<file path="src/design/frtc_pkg.sv">
// Shared types, codes and defaults for the free region table.
`default_nettype none

package frtc_pkg;

  // Defaults for the top-level parameters
  localparam int TABLE_ENTRIES_DEF = 64;
  localparam int ADDR_BITS_DEF     = 32;

  // Region sizes are always full width
  localparam int SIZE_W = 32;

  // Request kinds
  localparam logic REQ_RELEASE = 1'b0;
  localparam logic REQ_READ    = 1'b1;

  // Result status codes
  localparam logic [2:0] ST_INSERT     = 3'd0;
  localparam logic [2:0] ST_MERGE_NEXT = 3'd1;
  localparam logic [2:0] ST_MERGE_PREV = 3'd2;
  localparam logic [2:0] ST_MERGE_BOTH = 3'd3;
  localparam logic [2:0] ST_FULL       = 3'd4;
  localparam logic [2:0] ST_BAD_INDEX  = 3'd5;
  localparam logic [2:0] ST_READ_OK    = 3'd6;

  // Input item
  typedef struct packed {
    logic        req_type;
    logic [31:0] region_start;
    logic [31:0] region_size;
    logic [5:0]  read_index;
  } req_t;

  // Result item
  typedef struct packed {
    logic [2:0]  status;
    logic [31:0] entry_size;
    logic [31:0] entry_start;
    logic [6:0]  entries_used;
  } rsp_t;

  // Update applied by every cell in the same cycle
  typedef enum logic [2:0] {
    OP_HOLD,
    OP_INSERT,
    OP_MERGE_NEXT,
    OP_MERGE_PREV,
    OP_MERGE_BOTH
  } cell_op_t;

  // Control broadcast to the cell row
  typedef struct packed {
    logic     eval;
    logic     apply;
    cell_op_t op;
  } cell_ctl_t;

  // Per-cell position and match flags, registered in the compare cycle
  typedef struct packed {
    logic pos;   // first cell that is empty or starts above the region start
    logic prev;  // last entry whose start is not above the region start
    logic jn;    // this cell is the follower and the region ends at its start
    logic jp;    // this cell is the predecessor and ends at the region start
  } cell_flag_t;

endpackage

`default_nettype wire

</file>
<file path="src/design/frtc_cell.sv">
// One table cell: holds one free region and moves data to or from its neighbors.
`default_nettype none

module frtc_cell #(
  parameter int ADDR_BITS = frtc_pkg::ADDR_BITS_DEF
) (
  input  logic                      clk,
  input  logic                      rst,
  input  frtc_pkg::cell_ctl_t       ctl,
  input  logic                      occ,
  input  logic [ADDR_BITS-1:0]      rs,
  input  logic [frtc_pkg::SIZE_W-1:0] rsize,
  input  logic [ADDR_BITS-1:0]      rend,
  input  logic                      left_after,
  input  logic [frtc_pkg::SIZE_W-1:0] left_size,
  input  logic [ADDR_BITS-1:0]      left_start,
  input  logic                      right_after,
  input  logic [frtc_pkg::SIZE_W-1:0] right_size,
  input  logic [ADDR_BITS-1:0]      right_start,
  output logic                      after,
  output logic [frtc_pkg::SIZE_W-1:0] size,
  output logic [ADDR_BITS-1:0]      start,
  output frtc_pkg::cell_flag_t      flag
);
  import frtc_pkg::*;

  logic                 f_after;
  logic [SIZE_W-1:0]    sum_r;
  logic [ADDR_BITS-1:0] my_end;
  cell_flag_t           flag_next;

  // Classify this cell against the region start and test for touching ends
  always_comb begin
    after          = !(occ && (start <= rs));
    my_end         = start + size[ADDR_BITS-1:0];
    flag_next.pos  = after && !left_after;
    flag_next.prev = !after && right_after;
    flag_next.jn   = flag_next.pos && occ && (start == rend);
    flag_next.jp   = flag_next.prev && (my_end == rs);
  end

  // Hold the compare result until the update cycle
  always_ff @(posedge clk) begin
    if (rst) begin
      flag    <= '0;
      f_after <= 1'b0;
    end else if (ctl.eval) begin
      flag    <= flag_next;
      f_after <= after;
    end
  end

  // Precompute the merge sum, then shift or merge in the update cycle
  always_ff @(posedge clk) begin
    if (ctl.eval) begin
      sum_r <= size + rsize;
    end
    if (ctl.apply) begin
      case (ctl.op)
        OP_MERGE_BOTH: begin
          if (flag.prev) begin
            size <= sum_r + right_size;
          end else if (f_after) begin
            size  <= right_size;
            start <= right_start;
          end
        end
        OP_MERGE_NEXT: begin
          if (flag.pos) begin
            size  <= sum_r;
            start <= rs;
          end
        end
        OP_MERGE_PREV: begin
          if (flag.prev) begin
            size <= sum_r;
          end
        end
        OP_INSERT: begin
          if (flag.pos) begin
            size  <= rsize;
            start <= rs;
          end else if (f_after) begin
            size  <= left_size;
            start <= left_start;
          end
        end
        default: begin
        end
      endcase
    end
  end

endmodule

`default_nettype wire

</file>
<file path="config.mk">
export PLATFORM = sky130hd
export DESIGN_NAME = frtc_cell
export DESIGN_NICKNAME = d
export VERILOG_FILES = /design/src/design/frtc_pkg.sv /design/src/design/frtc_cell.sv
export SDC_FILE = /design/constraint.sdc
export NUM_CORES = 1
export LEC_CHECK = 0
export BUFFER_PORTS_ARGS = -buffer_cell sky130_fd_sc_hd__buf_2
export CORE_AREA = 3 3 121 182
export CTS_CLUSTER_DIAMETER = 30
export DETAILED_ROUTE_END_ITERATION = 16
export DIE_AREA = 0 0 124 185
export PLACE_DENSITY = 0.82
export SKIP_CTS_REPAIR_TIMING = 1
export SYNTH_ARGS = -nofsm -noshare
export SYNTH_HDL_FRONTEND = slang
export SYNTH_SLANG_ARGS = --single-unit
</file>
<file path="constraint.sdc">
create_clock -name clk -period 5 [get_ports clk]
set_input_delay 0.5 -clock clk [delete_from_list [all_inputs] [get_ports clk]]
set_output_delay 0.5 -clock clk [all_outputs]
set_load 0.005 [all_outputs]
</file>
==> results.sh <==
export IMPL_final_critical_path_share_of_the_clock_period=0.716
export IMPL_worst_skew_pair_late_latency_ps=370
export IMPL_hold_path_endpoint="start[1]"
export IMPL_critical_path_startpoint_type="flip-flop"
export IMPL_post_synth_inst_count=1303
export IMPL_power_density_nw_per_um2=230
export IMPL_syn_to_final_growth_pct=18.5
export IMPL_layout_drive_gt1_share=0.222
export IMPL_grt_first_pass_wirelength_um=64400
export IMPL_drt_vias_per_instance=6.57
export IMPL_worstPathCellList="ha_1, a211oi_2, o21ai_1, a2111oi_2, nor4_1, nor3_1, o31ai_1, o41ai_1, xnor2_1, mux2i_1, o221ai_1"
export IMPL_met1_usage=0.420
export IMPL_antenna_violating_nets_post_route=0
export IMPL_maxSlewViolCount=0
export IMPL_placement_setup_worst_slack_ps=1340
export IMPL_route_detailed_wl_per_inst_um=23.7
export IMPL_hp_class="input port to flip-flop"
export IMPL_ff2ff_setup_slack_ps=1420
export IMPL_num_vias=12200
export IMPL_drt_initial_drc_count=1220
export IMPL_timing_critical_path_arrival_ps=3650
export IMPL_design_die_area_um2=22900
export IMPL_max_cap_viol_count=0
export IMPL_cts_reportedPaths_clkPinSlew_ps=80
export IMPL_yosysUniqueCellTypes=73
export IMPL_iteration_count_of_the_initial_detailed_routing_pass=7
export IMPL_grt_util_all_layers=0.371
export IMPL_async_flop_share=0
export IMPL_cts_buffers_inserted=9
export IMPL_setup_repair_after_global_routing_missed_its_margin="false"
export IMPL_final_setup_violation_count=0
export IMPL_io_pins=303
export IMPL_clock_skew_ps=8.86
export IMPL_pin_count_of_the_biggest_net_entering_global_routing=40
export IMPL_timing_setup_tns_ps=0
export IMPL_irDropWorstVdd_uv=159
export IMPL_dieWidth_um=124
export IMPL_cts_tree="yes"
export IMPL_path_max_fanout=3
export IMPL_htree_levels=3
export IMPL_cts_root_buf="clkbuf_16"
export IMPL_synth_seq_area_share=0.264
export IMPL_worst_r2r_cell_count=11
export IMPL_initial_utilization=0.551
export IMPL_run_status="finished, final reports clean"
export IMPL_gr_max_usage_layer="met2"
export IMPL_dp_hpwl_um=34900
export IMPL_cp_slowest_cell="a2111oi_2"
export IMPL_hold_path_cell_count=3
export IMPL_synth_edff_count=96
export IMPL_static_leakage_power_nw=5.84
export IMPL_cp_required_ps=5070
export IMPL_timing_critical_path_slowest_cell_delay_ps=620
export IMPL_post_synth_net_total=1665
export IMPL_cp_depth=11
export IMPL_grt_remaining_overflow=0
export IMPL_std_cell_rows=64
export IMPL_route_final_wire_length_um=43900
export IMPL_max_freq_mhz=279
export IMPL_fp_dieH_um=185
export IMPL_drc_violations_left=0
export IMPL_core_um2=20500
export IMPL_kind_of_cell_adding_the_most_delay_to_the_critical_path="compound AO/OA/AOI/OAI gates"
export IMPL_global_placer_s_final_weighted_congestion=1.04
export IMPL_worst_r2r_endpoint="size[25]"
export IMPL_worst_hold_startpoint="left_start[1]"
export IMPL_cts_sinks=101
export IMPL_synth_warning_count=0
export IMPL_post_synth_instance_area_um2=11300
export IMPL_criticalPathCategory="flip-flop to flip-flop"
export IMPL_timing_final_ws_setup_ps=1420
export IMPL_end_kind="flip-flop"
export IMPL_synth_main_ff_cell="edfxtp_1"
export IMPL_synth_seq_cells=101
export IMPL_hold_viol=0
export IMPL_period_minus_slack_ps=3580
export IMPL_slew_headroom=0.218
export IMPL_worst_r2r_startpoint="sum_r[1]"
export IMPL_avgSynthCellArea_um2=8.67
export IMPL_global_route_usage_met2=0.626
export IMPL_port_buffers=302
export IMPL_grt_util_met3=0.0568
export IMPL_grt_antenna_before_repair=3
export IMPL_cts_buffer_depth=2
export IMPL_nets=1943
export IMPL_cp_buffers_inverters=0
export IMPL_measured_slew_at_the_worst_slew_check_pin_ps=1170
export IMPL_vias_in_the_first_global_route=11900
registers in the layout, summed over array words and instances, names as in the netlist:
| register | cells |
|---|---|
| f_after | 1 |
| flag | 4 |
| size | 32 |
| start | 32 |
| sum_r | 32 |
Yosys cell counts (all sizes together) (8+ instances only):
master / n / share of area
o221ai: 19 / 0.015
xnor2: 80 / 0.062
ha: 125 / 0.14
nor4: 17 / 0.011
nor3: 23 / 0.010
nor2b: 14 / 0.0078
and3: 9 / 0.0050
o31ai: 9 / 0.0060
a21oi: 114 / 0.051
clkbuf: 39 / 0.013
or3: 11 / 0.0061
xor2: 53 / 0.041
nand4: 24 / 0.013
a31oi: 11 / 0.0061
inv: 88 / 0.029
o21ai: 66 / 0.029
o211ai: 11 / 0.0073
nand3: 34 / 0.015
nand2: 98 / 0.033
a21o: 36 / 0.024
nand2b: 22 / 0.012
edfxtp: 96 / 0.26
a211oi: 13 / 0.0091
mux2i: 52 / 0.046
a222oi: 32 / 0.028
nor2: 81 / 0.027
o21bai: 8 / 0.0053
o21a: 11 / 0.0073
worst max path at each step:
stage	end	slack (ps)	start
after floorplan	size[0]	760	flag[3]
after global routing	size[25]	1200	sum_r[2]
after global placement	size[26]	1400	right_size[10]
final	size[25]	1420	sum_r[1]
after CTS	size[25]	1540	sum_r[1]
after detailed placement	size[26]	1340	right_size[10]
layout by cell type (no fill, tap or decap), types with 8 or more instances in the layout:
| cell | synthesis | layout |
|---|---|---|
| o31ai_1 | 9 | 9 |
| nor2b_1 | 14 | 13 |
| a21o_1 | 36 | 36 |
| a211oi_1 | 12 | 12 |
| nor2_1 | 81 | 78 |
| buf_2 | 0 | 302 |
| o21ai_1 | 26 | 25 |
| nor4_1 | 15 | 15 |
| nand2_1 | 98 | 98 |
| inv_1 | 88 | 88 |
| nand3_1 | 34 | 34 |
| mux2i_1 | 52 | 52 |
| o221ai_1 | 19 | 19 |
| or3_1 | 11 | 11 |
| nand2b_1 | 22 | 22 |
| xnor2_1 | 80 | 80 |
| xor2_1 | 53 | 53 |
| nand4_1 | 24 | 24 |
| buf_4 | 0 | 11 |
| o211ai_1 | 11 | 11 |
| clkbuf_16 | 0 | 9 |
| edfxtp_1 | 96 | 96 |
| nor3_1 | 23 | 23 |
| o21ai_0 | 40 | 40 |
| a21oi_1 | 114 | 113 |
| o21bai_1 | 8 | 8 |
| o21a_1 | 11 | 11 |
| a222oi_1 | 32 | 32 |
| ha_1 | 125 | 125 |
| a31oi_1 | 11 | 11 |
| and3_1 | 9 | 9 |
cell families (layout without fill, tap and decap cells):
logic type	Yosys count	after routing	share of synthesized area
and+or+nand+nor	359	359	0.156
buffers and inverters	135	418	0.0449
xor gates and xnor gates	133	133	0.103
muxes	54	54	0.0481
other	0	2	0
DFF	101	101	0.264
AOI/OAI and AO/OA	393	393	0.240
adders and majority gates	128	128	0.144
report_power, final:
part / switching, mW / leakage (nW) / internal (mW)
logic: 0.715 / 4.75 / 0.521
registers: 0.0637 / 0.942 / 1.01
clock network: 0.363 / 0.150 / 0.406
total: 1.14 / 5.84 / 1.94
layer usage:
| metal | vias to the layer above | wire length [µm] |
|---|---|---|
| met5 | - | 16 |
| met4 | 2 | 3640 |
| met3 | 209 | 3590 |
| met2 | 763 | 21300 |
| met1 | 5683 | 15400 |
| li1 | 5507 | - |
final cells by class:
| class | count | area, µm² |
|---|---|---|
| multi-input combinational | 1067 | 7840 |
| clock buffer | 11 | 243 |
| timing repair buffer | 313 | 1590 |
| fill | 1827 | 7110 |
| antenna | 2 | 5.00 |
| clock inverter | 5 | 57.6 |
| sequential | 101 | 2980 |
| inverter | 89 | 334 |
| tap | 264 | 330 |
worst register-to-register path, delay by kind of cell (launching register included):
| kind | cells | cell delay (ps) |
|---|---|---|
| AO/OA/AOI/OAI | 6 | 1700 |
| AND/OR/NAND/NOR | 2 | 520 |
| flip-flops | 1 | 450 |
| multiplexers | 1 | 160 |
| adder cells (fa/ha/maj) | 1 | 340 |
| XOR/XNOR | 1 | 130 |
through the flow:
stage	power, mW	util	hold slack [ps]	area, µm²	instances
2_1_floorplan	1.88	-	456	11300	1303
3_3_place_gp	2.27	0.638	451	13100	1834
3_5_place_dp	2.29	0.638	472	13100	1834
4_1_cts	3.05	0.653	403	13400	1850
5_1_grt	3.22	0.653	423	13400	1852
6_report	3.08	0.653	415	13400	1852
Power figures use the tool's default switching activity.
